`src/hw/rtl/length_prefixed_field_splitter_macros.svh`:
```
// Assertion macros shared by the field splitter RTL.
// Depends on nothing; included by lpfs_parser and the top level.
`ifndef LENGTH_PREFIXED_FIELD_SPLITTER_MACROS_SVH
`define LENGTH_PREFIXED_FIELD_SPLITTER_MACROS_SVH

// Same-cycle implication, disabled while reset is asserted.
`define LPFS_ASSERT_IMP(lbl, clk_sig, rstn_sig, ante, cons) \
    lbl: assert property (@(posedge clk_sig) disable iff (!rstn_sig) \
        (ante) |-> (cons)) else $error("lpfs assertion failed");

// Next-cycle implication, disabled while reset is asserted.
`define LPFS_ASSERT_NEXT(lbl, clk_sig, rstn_sig, ante, cons) \
    lbl: assert property (@(posedge clk_sig) disable iff (!rstn_sig) \
        (ante) |=> (cons)) else $error("lpfs assertion failed");

`endif

```
`src/hw/rtl/lpfs_pkg.sv`:
```
// Types and constants for the length-prefixed field splitter.
// Depends on nothing; used by lpfs_parser and the top level.
package lpfs_pkg;

    localparam int BYTE_W  = 8;
    localparam int INDEX_W = 7;
    localparam int LEN_W   = 32;
    localparam int ACC_W   = 24;
    localparam int HDR_W   = 2;

    localparam logic [HDR_W-1:0] HDR_LAST = 2'd3;

    typedef struct packed {
        logic [BYTE_W-1:0] data_byte;
        logic              has_byte;
        logic              end_of_message;
    } item_t;

    typedef struct packed {
        logic [BYTE_W-1:0]  out_byte;
        logic               byte_valid;
        logic [INDEX_W-1:0] field_index;
        logic               field_end;
        logic               message_done;
        logic               well_formed;
    } result_t;

endpackage

```
`src/hw/rtl/length_prefixed_field_splitter.sv`:
```
// Length-prefixed field splitter: splits a byte stream into fields.
// Each field is a 4-byte big-endian length followed by that many bytes.
// The input channel (in_valid/in_ready) takes one word per cycle: a byte,
// a flag telling whether the byte is present, and an end-of-message flag.
// The output channel (out_valid/out_ready) gives at most one word per
// input word: a payload byte with its field index, a field_end mark on the
// last byte of a field or on an empty field, and at the end of a message
// a done flag with the well_formed verdict.
// A word is accepted into the input register, where the parser works on
// it, and its result is then taken into the result register that drives
// out_valid. The splitter takes one word per cycle while the output is
// not stalled; the parser updates the header count and the 32-bit
// remaining-length counter for each word that it takes.
// Reset clears both valid flags and the parser state, so a new message may
// start at once. When the receiver stalls, the result register holds its
// word, the input register fills behind it, and in_ready drops; words that
// give no result still drain past a stalled output.
// Depends on lpfs_pkg, lpfs_parser and the assertion macro header.
`include "length_prefixed_field_splitter_macros.svh"

module length_prefixed_field_splitter #(
    parameter int MAX_FIELDS = 64
) (
    input  logic                          clk,
    input  logic                          rst_n,
    input  logic                          in_valid,
    output logic                          in_ready,
    input  logic [lpfs_pkg::BYTE_W-1:0]   data_byte,
    input  logic                          has_byte,
    input  logic                          end_of_message,
    output logic                          out_valid,
    input  logic                          out_ready,
    output logic [lpfs_pkg::BYTE_W-1:0]   out_byte,
    output logic                          byte_valid,
    output logic [lpfs_pkg::INDEX_W-1:0]  field_index,
    output logic                          field_end,
    output logic                          message_done,
    output logic                          well_formed
);

    logic              s1_valid_reg;
    lpfs_pkg::item_t   s1_item_reg;
    logic              o_valid_reg;
    lpfs_pkg::result_t o_res_reg;

    lpfs_pkg::result_t res;
    logic              emit;
    logic              out_free;
    logic              s1_advance;

    assign out_free   = !o_valid_reg || out_ready;
    assign s1_advance = s1_valid_reg && (!emit || out_free);
    assign in_ready   = !s1_valid_reg || s1_advance;

    lpfs_parser #(
        .MAX_FIELDS(MAX_FIELDS)
    ) u_parser (
        .clk  (clk),
        .rst_n(rst_n),
        .step (s1_advance),
        .item (s1_item_reg),
        .res  (res),
        .emit (emit)
    );

    always_ff @(posedge clk or negedge rst_n)
    begin
        if (!rst_n)
        begin
            s1_valid_reg <= 1'b0;
        end
        else if (in_ready)
        begin
            s1_valid_reg <= in_valid;
        end
    end

    always_ff @(posedge clk)
    begin
        if (in_ready && in_valid)
        begin
            s1_item_reg.data_byte      <= data_byte;
            s1_item_reg.has_byte       <= has_byte;
            s1_item_reg.end_of_message <= end_of_message;
        end
    end

    always_ff @(posedge clk or negedge rst_n)
    begin
        if (!rst_n)
        begin
            o_valid_reg <= 1'b0;
        end
        else if (out_free)
        begin
            o_valid_reg <= s1_advance && emit;
        end
    end

    always_ff @(posedge clk)
    begin
        if (out_free && s1_advance && emit)
        begin
            o_res_reg <= res;
        end
    end

    assign out_valid    = o_valid_reg;
    assign out_byte     = o_res_reg.out_byte;
    assign byte_valid   = o_res_reg.byte_valid;
    assign field_index  = o_res_reg.field_index;
    assign field_end    = o_res_reg.field_end;
    assign message_done = o_res_reg.message_done;
    assign well_formed  = o_res_reg.well_formed;

    // The verdict is only ever reported together with the end of a message.
    `LPFS_ASSERT_IMP(a_ok_needs_done, clk, rst_n, o_valid_reg && !message_done, !well_formed)
    // A field index never exceeds the field limit.
    `LPFS_ASSERT_IMP(a_index_range, clk, rst_n, o_valid_reg, field_index <= 7'(MAX_FIELDS))
    // A word held in the input register is never dropped while it waits.
    `LPFS_ASSERT_NEXT(a_s1_holds, clk, rst_n, s1_valid_reg && !s1_advance, s1_valid_reg)

endmodule

```
`src/hw/rtl/lpfs_parser.sv`:
```
// Field parser state and next-state logic for one word per step.
// Depends on lpfs_pkg and length_prefixed_field_splitter_macros.svh.
`include "length_prefixed_field_splitter_macros.svh"

module lpfs_parser #(
    parameter int MAX_FIELDS = 64
) (
    input  logic             clk,
    input  logic             rst_n,
    input  logic             step,
    input  lpfs_pkg::item_t  item,
    output lpfs_pkg::result_t res,
    output logic             emit
);

    logic [lpfs_pkg::HDR_W-1:0]   hdr_cnt_reg;
    logic [lpfs_pkg::HDR_W-1:0]   hdr_cnt_next;
    logic [lpfs_pkg::ACC_W-1:0]   acc_reg;
    logic [lpfs_pkg::ACC_W-1:0]   acc_next;
    logic [lpfs_pkg::LEN_W-1:0]   rem_reg;
    logic [lpfs_pkg::LEN_W-1:0]   rem_next;
    logic [lpfs_pkg::INDEX_W-1:0] fields_reg;
    logic [lpfs_pkg::INDEX_W-1:0] fields_next;
    logic                         err_reg;
    logic                         err_next;

    logic                         active;
    logic                         hdr_phase;
    logic                         payload;
    logic                         completes;
    logic                         overflow;
    logic                         emit_data;
    logic                         err_final;
    logic [lpfs_pkg::LEN_W-1:0]   len;
    logic [lpfs_pkg::HDR_W-1:0]   hdr_after;
    logic [lpfs_pkg::ACC_W-1:0]   acc_after;
    logic [lpfs_pkg::LEN_W-1:0]   rem_after;
    logic [lpfs_pkg::INDEX_W-1:0] fields_after;
    logic                         err_after;

    always_comb
    begin
        active    = item.has_byte && !err_reg;
        hdr_phase = (rem_reg == '0);
        payload   = active && !hdr_phase;
        len       = {acc_reg, item.data_byte};

        hdr_after = hdr_cnt_reg;
        acc_after = acc_reg;
        rem_after = rem_reg;
        completes = 1'b0;

        if (active && hdr_phase)
        begin
            if (hdr_cnt_reg != lpfs_pkg::HDR_LAST)
            begin
                acc_after = len[lpfs_pkg::ACC_W-1:0];
                hdr_after = hdr_cnt_reg + 2'd1;
            end
            else
            begin
                acc_after = '0;
                hdr_after = '0;
                rem_after = len;
                completes = (len == '0);
            end
        end
        else if (payload)
        begin
            rem_after = rem_reg - 32'd1;
            completes = (rem_reg == 32'd1);
        end

        overflow     = completes && (fields_reg >= 7'(MAX_FIELDS));
        emit_data    = (payload && !completes) || (completes && !overflow);
        fields_after = (completes && !overflow) ? fields_reg + 7'd1 : fields_reg;
        err_after    = err_reg || overflow;
        err_final    = err_after || (hdr_after != '0) || (rem_after != '0);

        res = '0;
        if (emit_data)
        begin
            res.out_byte    = payload ? item.data_byte : '0;
            res.byte_valid  = payload;
            res.field_index = fields_reg;
            res.field_end   = completes;
        end
        else
        begin
            res.field_index = fields_after;
        end
        res.message_done = item.end_of_message;
        res.well_formed  = item.end_of_message && !err_final;
        emit             = emit_data || item.end_of_message;

        if (item.end_of_message)
        begin
            hdr_cnt_next = '0;
            acc_next     = '0;
            rem_next     = '0;
            fields_next  = '0;
            err_next     = 1'b0;
        end
        else
        begin
            hdr_cnt_next = hdr_after;
            acc_next     = acc_after;
            rem_next     = rem_after;
            fields_next  = fields_after;
            err_next     = err_after;
        end
    end

    always_ff @(posedge clk or negedge rst_n)
    begin
        if (!rst_n)
        begin
            hdr_cnt_reg <= '0;
            acc_reg     <= '0;
            rem_reg     <= '0;
            fields_reg  <= '0;
            err_reg     <= 1'b0;
        end
        else if (step)
        begin
            hdr_cnt_reg <= hdr_cnt_next;
            acc_reg     <= acc_next;
            rem_reg     <= rem_next;
            fields_reg  <= fields_next;
            err_reg     <= err_next;
        end
    end

    // A header is never gathered while payload bytes are still due.
    `LPFS_ASSERT_IMP(a_hdr_excl_payload, clk, rst_n, hdr_cnt_reg != '0, rem_reg == '0)
    // Once malformed, only the end of the message produces a result.
    `LPFS_ASSERT_IMP(a_err_quiet, clk, rst_n, step && err_reg, !emit || item.end_of_message)
    // The end of a message returns every counter to its reset value.
    `LPFS_ASSERT_NEXT(a_end_clears, clk, rst_n, step && item.end_of_message,
        hdr_cnt_reg == '0 && rem_reg == '0 && fields_reg == '0 && !err_reg)

endmodule

```
`config.mk`:
```
export PLATFORM = sky130hd
export DESIGN_NAME = length_prefixed_field_splitter
export DESIGN_NICKNAME = d
export VERILOG_FILES = /design/src/hw/rtl/lpfs_pkg.sv /design/src/hw/rtl/length_prefixed_field_splitter.sv /design/src/hw/rtl/lpfs_parser.sv
export VERILOG_INCLUDE_DIRS = /design/src /design/src/hw/rtl
export SDC_FILE = /design/constraint.sdc
export NUM_CORES = 1
export LEC_CHECK = 0
export ABC_CLOCK_PERIOD_IN_PS = 4900
export BUFFER_PORTS_ARGS = -buffer_cell sky130_fd_sc_hd__buf_2
export CAP_MARGIN = 20
export CORE_UTILIZATION = 55
export CTS_CLUSTER_DIAMETER = 40
export DETAILED_ROUTE_END_ITERATION = 8
export PLACE_DENSITY = 0.74
export REMOVE_ABC_BUFFERS = 1
export SYNTH_ARGS = -nofsm -noshare
export SYNTH_HDL_FRONTEND = slang
export SYNTH_SLANG_ARGS = --single-unit
export TNS_END_PERCENT = 100
```
`constraint.sdc`:
```
create_clock -name clk -period 4.9 [get_ports clk]
set_input_delay 0.98 -clock clk [delete_from_list [all_inputs] [get_ports clk]]
set_output_delay 0.98 -clock clk [all_outputs]
set_load 0.02 [all_outputs]
```
; Word level (Yosys, flattened, before mapping)
; Index checks and enable logic that the tools add are counted.
[word_totals]
mem_bits_rw = 0
n_memories = 0
rom_bits = 0
wordCells = 74
inputBits = 14
ff_bits = 97
latchBits = 0
[op_classes]
muxes = 17
shifts = 0
mul = 0
eq_ne = 2
reduce_logical = 35
bitwise = 0
div = 0
n_lt_le_gt_ge = 1
addsub = 3
[ops]
columns = cell, count
row1 = $mux 32, 4
row2 = $mux 24, 3
row3 = $logic_not 32->1, 2
row4 = $eq 32x1->1 const B, 1
row5 = $reduce_bool 32->1, 1
row6 = $sub 32x1->32 const B, 1
row7 = $mux 7, 3
row8 = $logic_and 1x1->1, 12
row9 = $logic_not 1->1, 8
row10 = $logic_or 1x1->1, 8
row11 = $add 7x1->7 const B, 1
row12 = $ge 7x7->1 const B, 1
row13 = $mux 2, 3
row14 = $mux 1, 4
row15 = $reduce_and 2->1, 2
row16 = $reduce_bool 2->1, 2
row17 = $add 2x1->2 const B, 1
row18 = $ne 2x2->1 const B, 1

; Longest topological paths before layout
; Gate-level depths: netlist of the first run.
[logic_depth]
depth_word = 15
depth_mapped = 12
mapped_depth_nobuf = 10

; Cells and area by module
; Synthesis of the first run repeated with hierarchy kept, for this count alone.
[unflattened]
cells_unflattened = 588
area_unflattened_um2 = 5387.7
[by_module_without_submodules]
columns = mod, n_inst, seq_area_each_um2, area_each_um2, cells_each
row1 = lpfs_parser, 1, 1651.6, 4410.5, 549
row2 = length_prefixed_field_splitter, 1, 920.9, 977.2, 39

; Least setup slack after synthesis of the first run
; OpenSTA, ideal clock, no wires.
[synth_timing]
path_type = register -> output
from = register u_parser.rem_reg[12] in the netlist's numbering
to = output in_ready
path_stages_with_launch = 8
slack_ns = 1.417
arrival_ns = 2.503
cell_sequence = dfrtp_1 > clkbuf_1 > or4_1 > nor4_1 > nand3_1 > nor4_4 > o31ai_1 > or2_2
[synth_via]
elab_chain_cells = 14
word_cells_on_any_way = 18
classes_between = eq/ne (1) / mux (2) / reduce/logical (15)
[synth_rtl]
columns = element, line_no
row1 = from (decl), lpfs_parser.sv:20  ; logic [lpfs_pkg::LEN_W-1:0] rem_reg;
row2 = from (signal assigned), lpfs_parser.sv:128  ; rem_reg <= rem_next;
row3 = $logic_not 32->1, lpfs_parser.sv:44  ; hdr_phase = (rem_reg == '0);
row4 = $logic_not 1->1, lpfs_parser.sv:45  ; payload = active && !hdr_phase;
row5 = $logic_and 1x1->1, lpfs_parser.sv:45
row6 = $mux 1, lpfs_parser.sv:68  ; else if (payload)
row7 = $mux 1, lpfs_parser.sv:53  ; if (active && hdr_phase)
row8 = $logic_and 1x1->1, lpfs_parser.sv:74  ; overflow = completes && (fields_reg >= 7'(MAX_FIELDS));
row9 = $logic_not 1->1, lpfs_parser.sv:75  ; emit_data = (payload && !completes) || (completes && !overflow);
row10 = $logic_and 1x1->1, lpfs_parser.sv:75
row11 = $logic_or 1x1->1 *, lpfs_parser.sv:75
row12 = $logic_or 1x1->1 *, lpfs_parser.sv:94  ; emit = emit_data || item.end_of_message;
row13 = $logic_not 1->1 *, length_prefixed_field_splitter.sv:52  ; assign s1_advance = s1_valid_reg && (!emit || out_free);
row14 = $logic_or 1x1->1 *, length_prefixed_field_splitter.sv:52
row15 = $logic_and 1x1->1 *, length_prefixed_field_splitter.sv:52
row16 = $logic_or 1x1->1 *, length_prefixed_field_splitter.sv:53  ; assign in_ready = !s1_valid_reg || s1_advance;
row17 = to (decl), length_prefixed_field_splitter.sv:27  ; output logic in_ready,
; Every way passes the cells marked *; elsewhere a longest branch is shown, timed or not.

; Worst setup path in the final report of the first run
; Same ends and word-level chain as after synthesis.

==> flow_summary.json, run 1 <==
{
  "clk_path_buf_depth": 2,
  "routed_via_density": 6.80,
  "cp_num_buf_inv": 1,
  "htree_levels": 3,
  "fin_nets": 548,
  "synth_area_per_cell_sq_um": 10.3,
  "yosys-top-cells-area": "dfrtp_1 33%, edfxtp_1 17%, a22o_1 4.4%, nand2_1 3.8%, o31ai_1 2.9%",
  "skew_ps": 14.6,
  "grt_pass1_vias": 4174,
  "powerDensity_mw_per_mm2": 739,
  "drt-initial-drc-count": 532,
  "synth_xor_area_share_pct": 2.35,
  "largest_register_ffs": 32,
  "crit_cells": 7,
  "cp_top_family": "simple AND/OR/NAND/NOR gates",
  "rsz0062_at_grt": "false",
  "yosys_warnings": 0,
  "n_antenna_cell": 0,
  "pre_cts_slack_ps": 995,
  "yosys.area_share.simple_pct": 23.2,
  "chipHeight_um": 99.3,
  "synthArstFlopShare_pct": 70.1,
  "ant_nets": 0,
  "synthAdderAreaFrac_pct": 0.961,
  "fp.dieW_um": 99.3,
  "hold_class": "flop to flop",
  "start_util_pct": 56.7,
  "timing.final.hold_violations": 0,
  "whs_ps": 534,
  "synth_top_area_share_pct": 32.7,
  "crit_type": "flop to primary output",
  "p_leak_uw": 0.00235,
  "vias": 4393,
  "cp.required_ps": 3920,
  "setup_ws_ps": 536,
  "io_pins": 35,
  "slew_violations": 0,
  "syn_inst": 507,
  "buffer_ports.inserted": 34,
  "fin_crit_ps": 4360,
  "wl_um": 14200,
  "cts_tree": "built",
  "gp_congestion": 0.999,
  "synth-compound-area-share_pct": 20.1,
  "fin_crit_sh_pct": 89.1,
  "clock_sinks": 97,
  "synth_edf_count": 29,
  "syn2layout_area_growth_pct": 8.67,
  "power.total_uw": 4180,
  "grt_overflow_total": 0,
  "synth_common_cells": "68 x dfrtp_1, 53 x nand2_1, 29 x edfxtp_1, 26 x a22o_1",
  "worstPathArrival_ps": 3380,
  "endpoint_kind": "primary output",
  "layout-drive-gt1-share_pct": 16.4,
  "holdPathStages": 0,
  "synthMuxAreaShare_pct": 0.624,
  "placed_cell_area_sq_mm": 0.00549,
  "ys_types": 70,
  "ff2ff_path_depth": 8,
  "avgRoutedWirePerCell_um": 21.9,
  "hold_buffers": 0,
  "relSlewSlack_pct": 35.9,
  "status": "finished clean",
  "yosysMostFrequentCell": "dfrtp_1",
  "setup_tns_ps": 0,
  "core_area_sq_mm": 0.00920,
  "clkSlewWorstSetupHoldPaths_ps": 100,
  "fmaxAchievable_ghz": 0.229,
  "grt_use_total_pct": 30.4,
  "crit_chain": "or4_1 -> nor4_1 -> nand3_1 -> nor4_4 -> o31ai_1 -> or2_2 -> buf_2",
  "synth_seq_area_share_pct": 49.4,
  "antenna_found_initial": 0,
  "fp-row-count": 35,
  "synth_ff_type": "dfrtp_1",
  "syn_area_sq_mm": 0.00521,
  "insertion_delay_ps": 380,
  "cts_resized": 0,
  "cts_setup_buffers": 0,
  "dp_hpwl_um": 10100,
  "ir_drop_v": 0.000293,
  "fin_area_sq_mm": 0.00566,
  "crit_path_max_incr_delay_ps": 690,
  "synth-seq-cells": 97,
  "drc": 0,
  "tightest_slew_ps": 956,
  "yosysTopAreaCell": "dfrtp_1",
  "grt_max_degree": 63,
  "slowest_stage": "or4_1",
  "critPathMaxFanout": 9,
  "cts_buffers": 9,
  "die_area_sq_mm": 0.00987,
  "start_kind": "flop",
  "clockRootBuffer": "clkbuf_8",
  "drt-pass1-iter-count": 6,
  "setup-violations-final": 0,
  "cap_viol_max_count": 0,
  "synth_top_family_by_area": "simple AND/OR/NAND/NOR gates",
  "grt_pass1_wl_um": 22600
}
==> layout make-up <==
type | count | area (sq um)
fill | 775 | 3530
sequential | 97 | 2570
multi-input combinational | 368 | 2480
timing repair buffer | 45 | 265
tap | 111 | 139
clock buffer | 10 | 128
clock inverter | 6 | 43.8
inverter | 9 | 33.8
==> stage by stage <==
stage               utilization, %  std cells
CTS                           61.6        646
detailed placement            59.7        630
global route                  61.6        646
global placement              59.7        630
finish                        61.6        646
floorplan                        -        474
==> path summary, 6_finish.rpt <==
path	from	end	slack, ps
min in group asynchronous	rst_n	u_parser.rem_reg[5]	710
max reg2reg	u_parser.rem_reg[8]	well_formed	1030
max	u_parser.rem_reg[12]	in_ready	540
min reg2reg	u_parser.fields_reg[2]	field_index[2]	530
min	u_parser.fields_reg[2]	field_index[2]	530
max in group asynchronous	rst_n	u_parser.acc_reg[6]	3230
==> cells by family (layout without fill, tap and decap cells) <==
family,count (synthesis),count (layout)
multiplexers,3,3
AO/OA/AOI/OAI,141,141
adder cells (fa/ha/maj),4,4
AND/OR/NAND/NOR,206,206
flip-flops,97,97
buffers and inverters,42,70
XOR/XNOR,14,14
==> routing by layer <==
metal / GRT usage, % / up-vias / wire length, um
li1: - / 1997 / -
met1: 42.9 / 2087 / 6030
met2: 47.1 / 273 / 6390
met3: 6.47 / 36 / 1360
met4: 9.50 / 0 / 380
met5: 0 / - / 0
==> power breakdown <==
group          internal (uW)  total (uW)  switching [uW]  leakage [uW]
Clock                    187         483             296     0.0000818
Combinational            880        2430            1550       0.00105
Sequential              1040        1270             240       0.00121
==> placed cells by master, fill, tap and decap left out, types with 4 or more instances in the layout <==
cell type,synthesis,routed
a22o_1,26,26
o31ai_1,20,20
a21oi_1,24,24
o41ai_1,4,4
buf_2,9,34
or4_4,6,6
nand4_1,6,6
and2_1,11,11
nor2b_1,6,5
edfxtp_1,29,29
nor4_1,22,22
xnor2_1,6,6
or4_1,6,6
nor3_1,16,16
or2_2,5,5
nand2_1,53,53
o22a_1,9,9
nor4_4,3,4
o21ai_0,17,17
a211oi_1,5,5
nor2_1,24,24
ha_1,4,4
nand3_1,22,22
clkbuf_8,0,9
inv_1,9,9
nand2b_1,4,4
xor2_1,8,8
buf_4,2,10
dfrtp_1,68,68
Note: power is estimated with default switching activity, not from simulation.
==> run 2, diff against run 1 <==
Settings changed: CTS_BUF_LIST set to sky130_fd_sc_hd__clkbuf_4.
==> flow_summary.json, run 2 (synthesis gave the netlist of run 1 again) <==
{
  "die_area_sq_mm": 0.00987,
  "insertion_delay_ps": 460,
  "final_cells": 646,
  "fmaxAchievable_ghz": 0.226,
  "start_kind": "flop",
  "vias": 4356,
  "ant_nets": 0,
  "setup-violations-final": 0,
  "fin_crit_sh_pct": 90.2,
  "clk_path_buf_depth": 2,
  "rsz0062_at_grt": "false",
  "powerDensity_mw_per_mm2": 730,
  "status": "finished clean",
  "fin_nets": 548,
  "cts_resized": 0,
  "clkSlewWorstSetupHoldPaths_ps": 170,
  "cp.required_ps": 3920,
  "clock_sinks": 97,
  "skew_ps": 21.7,
  "cap_viol_max_count": 0,
  "crit_chain": "or4_1 -> nor4_1 -> nand3_1 -> nor4_4 -> o31ai_1 -> or2_2 -> buf_2",
  "gp_congestion": 0.999,
  "buffer_ports.inserted": 34,
  "layout-drive-gt1-share_pct": 16.6,
  "wl_um": 14100,
  "hold_class": "flop to flop",
  "cp_top_family": "simple AND/OR/NAND/NOR gates",
  "n_antenna_cell": 0,
  "crit_path_max_incr_delay_ps": 690,
  "fin_area_sq_mm": 0.00561,
  "htree_levels": 3,
  "fp-row-count": 35,
  "start_util_pct": 56.7,
  "setup_tns_ps": 0,
  "slowest_stage": "or4_1",
  "cts_buffers": 9,
  "drt-initial-drc-count": 514,
  "cts_setup_buffers": 0,
  "grt_pass1_wl_um": 22600,
  "grt_overflow_total": 0,
  "drc": 0,
  "dp_hpwl_um": 10100,
  "worstPathArrival_ps": 3440,
  "critPathMaxFanout": 9,
  "hold_buffers": 0,
  "syn2layout_area_growth_pct": 7.66,
  "placed_cell_area_sq_mm": 0.00549,
  "grt_use_total_pct": 30.4,
  "p_leak_uw": 0.00233,
  "cts_tree": "built",
  "fp.dieW_um": 99.3,
  "antenna_found_initial": 0,
  "grt_max_degree": 63,
  "grt_pass1_vias": 4172,
  "drt-pass1-iter-count": 5,
  "routed_via_density": 6.74,
  "largest_register_ffs": 32,
  "io_pins": 35,
  "tightest_slew_ps": 963,
  "crit_type": "flop to primary output",
  "final_common_cell": "dfrtp_1",
  "layout_common_cells": "68 x dfrtp_1, 53 x nand2_1, 34 x buf_2",
  "clockRootBuffer": "clkbuf_4",
  "dp_cells": 630,
  "core_area_sq_mm": 0.00920,
  "avgRoutedWirePerCell_um": 21.8,
  "slew_violations": 0,
  "relSlewSlack_pct": 35.5,
  "fin_crit_ps": 4420,
  "ir_drop_v": 0.000280,
  "endpoint_kind": "primary output",
  "cp_num_buf_inv": 1,
  "timing.final.hold_violations": 0,
  "chipHeight_um": 99.3
}
## run 2: changes by cell type in the layout (fill, tap and decap cells not counted)
cell	before	now
clkbuf_1	1	0
clkbuf_4	0	10
clkbuf_8	9	0
## run 2: final timing paths
kind / start / endpoint / slack (ps) / cells past startpoint
max: u_parser.rem_reg[12] / in_ready / 480 / 7
max in group asynchronous: rst_n / u_parser.acc_reg[12] / 3330 / 2
min: u_parser.fields_reg[2] / field_index[2] / 530 / 0
min reg2reg: u_parser.fields_reg[2] / field_index[2] / 530 / 0
min in group asynchronous: rst_n / u_parser.rem_reg[5] / 620 / 1
max reg2reg: u_parser.rem_reg[8] / well_formed / 1060 / 8
## run 2: metrics by stage
step / hold slack [ps] / setup slack (ps) / power, uW / utilization (%)
2_1_floorplan: 464 / 417 / 2870 / -
5_1_grt: 556 / 221 / 4330 / 61.0
3_3_place_gp: 498 / 1120 / 3600 / 59.7
4_1_cts: 532 / 484 / 4040 / 61.0
3_5_place_dp: 505 / 995 / 3640 / 59.7
6_report: 532 / 478 / 4090 / 61.0
## run 2: power by group
part / internal (uW) / switching, uW / leakage (uW)
clock: 112 / 284 / 0.0000619
combinational: 880 / 1540 / 0.00105
sequential: 1030 / 240 / 0.00121
## run 2: metal layers
metal | track usage, % | up-vias | wire length [um]
li1 | - | 2002 | -
met1 | 43.4 | 2099 | 6030
met2 | 46.7 | 225 | 6420
met3 | 6.11 | 30 | 1250
met4 | 10.1 | 0 | 358
met5 | 0 | - | 0
## run 2: layout make-up
cell class / instances / area (sq um)
clock buffer: 10 / 75.1
clock inverter: 6 / 43.8
fill: 780 / 3590
inverter: 9 / 33.8
multi-input combinational: 368 / 2480
sequential: 97 / 2570
tap: 111 / 139
timing repair buffer: 45 / 265
==> run 3, diff against run 2 <==
Settings changed: PLACE_DENSITY 0.74 to 0.73, SYNTH_HIERARCHICAL set to 1.
==> flow_summary.json, run 3 <==
{
  "fp.dieW_um": 101,
  "yosysTopAreaCell": "dfrtp_1",
  "wl_um": 16200,
  "synth_common_cells": "91 x nand2_1, 68 x dfrtp_1, 44 x o21ai_0, 43 x nor2_1, 36 x clkbuf_1",
  "largest_register_ffs": 32,
  "synthArstFlopShare_pct": 70.1,
  "grt_max_degree": 50,
  "critPathMaxFanout": 11,
  "crit_chain": "or4_1 -> or3_1 -> nor4_4 -> a32oi_4 -> nor2_8 -> a211o_1 -> nand4b_2 -> buf_2",
  "clock_sinks": 97,
  "cts_tree": "built",
  "p_leak_uw": 0.00244,
  "syn_area_sq_mm": 0.00539,
  "vias": 4881,
  "dp_hpwl_um": 11900,
  "syn2layout_area_growth_pct": 7.85,
  "fp-row-count": 35,
  "fin_crit_ps": 4690,
  "cap_viol_max_count": 0,
  "utilization_pct": 62.0,
  "whs_ps": 520,
  "gp_congestion": 0.984,
  "drc": 0,
  "grt_use_total_pct": 34.2,
  "yosys-top-cells-area": "dfrtp_1 32%, edfxtp_1 16%, nand2_1 6.3%, o21ai_0 4.1%, nor2_1 3.0%",
  "core_area_sq_mm": 0.00937,
  "layout_common_cells": "91 x nand2_1, 68 x dfrtp_1, 43 x nor2_1, 43 x o21ai_0, 34 x buf_2",
  "io_pins": 35,
  "cts_buffers": 9,
  "drt-pass1-iter-count": 5,
  "drt-initial-drc-count": 534,
  "avgRoutedWirePerCell_um": 21.8,
  "yosysMostFrequentCell": "nand2_1",
  "p_int_uw": 1990,
  "clk_path_buf_depth": 2,
  "power.switching_uw": 2190,
  "final_cells": 740,
  "cp_num_buf_inv": 1,
  "timing.final.hold_violations": 0,
  "combPwrFrac_pct": 57.0,
  "start_kind": "flop",
  "fill_cells": 843,
  "cts_setup_buffers": 0,
  "synth_seq_area_share_pct": 47.7,
  "worstPathArrival_ps": 3710,
  "synth_area_per_cell_sq_um": 9.16,
  "clkSlewWorstSetupHoldPaths_ps": 180,
  "fmaxAchievable_ghz": 0.213,
  "chipHeight_um": 101,
  "final_common_cell": "nand2_1",
  "ir_drop_v": 0.000306,
  "ys_types": 65,
  "fin_crit_sh_pct": 95.7,
  "synth_edf_count": 29,
  "routed_via_density": 6.60,
  "status": "finished clean",
  "clockRootBuffer": "clkbuf_4",
  "crit_path_max_incr_delay_ps": 660,
  "synth-seq-cells": 97,
  "die_area_sq_mm": 0.0102,
  "slew_violations": 0,
  "endpoint_kind": "primary output",
  "grt_overflow_total": 0,
  "skew_ps": 23.3,
  "hold_buffers": 0,
  "power_frac_seq_pct": 32.7,
  "cts_resized": 0,
  "htree_levels": 3,
  "pwr-share-clk_pct": 10.3,
  "setup_tns_ps": 0,
  "cp_top_family": "simple AND/OR/NAND/NOR gates",
  "yosys_warnings": 6,
  "hold_class": "flop to flop",
  "setup-violations-final": 0,
  "synth_top_area_share_pct": 31.6,
  "fin_nets": 624,
  "placed_cell_area_sq_mm": 0.00567,
  "slowest_stage": "or4_1",
  "buffer_ports.inserted": 34,
  "antenna_found_initial": 0,
  "fin_area_sq_mm": 0.00581,
  "relSlewSlack_pct": 47.5,
  "powerDensity_mw_per_mm2": 721,
  "p_sw_share_pct": 52.4,
  "dp_cells": 724,
  "cp.required_ps": 3920,
  "grt_pass1_wl_um": 25700,
  "grt_pass1_vias": 4517,
  "rsz0062_at_grt": "false",
  "synth_ff_type": "dfrtp_1",
  "crit_type": "flop to primary output",
  "tightest_slew_ps": 784,
  "ant_nets": 0,
  "n_antenna_cell": 0,
  "insertion_delay_ps": 470,
  "syn_inst": 588,
  "start_util_pct": 57.5,
  "layout-drive-gt1-share_pct": 13.9
}
-- run 3: cell types whose count changed after synthesis, moves of 6 or more --
cell and delta:
o21ai_0 +27, nand4_1 +10, nand3_1 -10, a31oi_1 +8, nand2_1 +38, clkbuf_1 +14, or4_4 -6, a22o_1 -17
o22a_1 -7, o2bb2ai_1 +13, nor2_1 +19, o31ai_1 -18
-- run 3: final timing paths --
kind	start	depth (start not counted)	slack, ps	end
worst max-delay path	u_parser/rem_reg[17]	8	210	in_ready
worst min-delay path	u_parser/fields_reg[4]	0	520	field_index[4]
worst max register to register	u_parser/rem_reg[17]	10	540	u_parser/rem_reg[21]
worst min register to register	u_parser/fields_reg[4]	0	520	field_index[4]
max in group asynchronous	rst_n	2	3370	u_parser/acc_reg[17]
min in group asynchronous	rst_n	1	530	u_parser/fields_reg[3]
-- run 3: cell type report --
class	instances	area, sq um	area share [%]
flip-flops and latches	97	2570	44.3
well taps	129	161	2.78
multi-input cells	434	2590	44.6
clock buffers	9	67.6	1.16
repair buffers	52	305	5.25
inverters	12	45.0	0.775
clock inverters	7	70.1	1.21
-- run 3: power groups by stage --
stage	combinational, uW	sequential, uW	clock, uW
detailed placement	2300	1370	0
global route	2580	1400	466
CTS	2310	1350	443
finish	2390	1370	430
global placement	2290	1360	0
floorplan	1520	1310	0
-- run 3: metal layers --
layer  track usage [%]  part of all wire [%]  vias up
li1                  -                     -     2220
met1              48.1                    42     2324
met2              51.5                    44      295
met3              6.87                    10       42
met4              14.6                   3.4        0
met5                 0                     0        -
-- run 3: cells by family after synthesis --
| family | Yosys count | synth area share (%) |
|---|---|---|
| AO/OA/AOI/OAI | 152 | 19.0 |
| XOR/XNOR | 11 | 1.79 |
| adder cells (fa/ha/maj) | 4 | 0.929 |
| buffers and inverters | 57 | 4.34 |
| flip-flops | 97 | 47.7 |
| multiplexers | 6 | 1.14 |
| AND/OR/NAND/NOR | 261 | 25.0 |
-- run 3: per-stage QoR --
step | setup slack (ps) | power (uW)
after detailed placement | 640 | 3670
after floorplan | -799 | 2840
final | 213 | 4190
after global placement | 741 | 3650
after global routing | 35.5 | 4450
after CTS | 198 | 4110
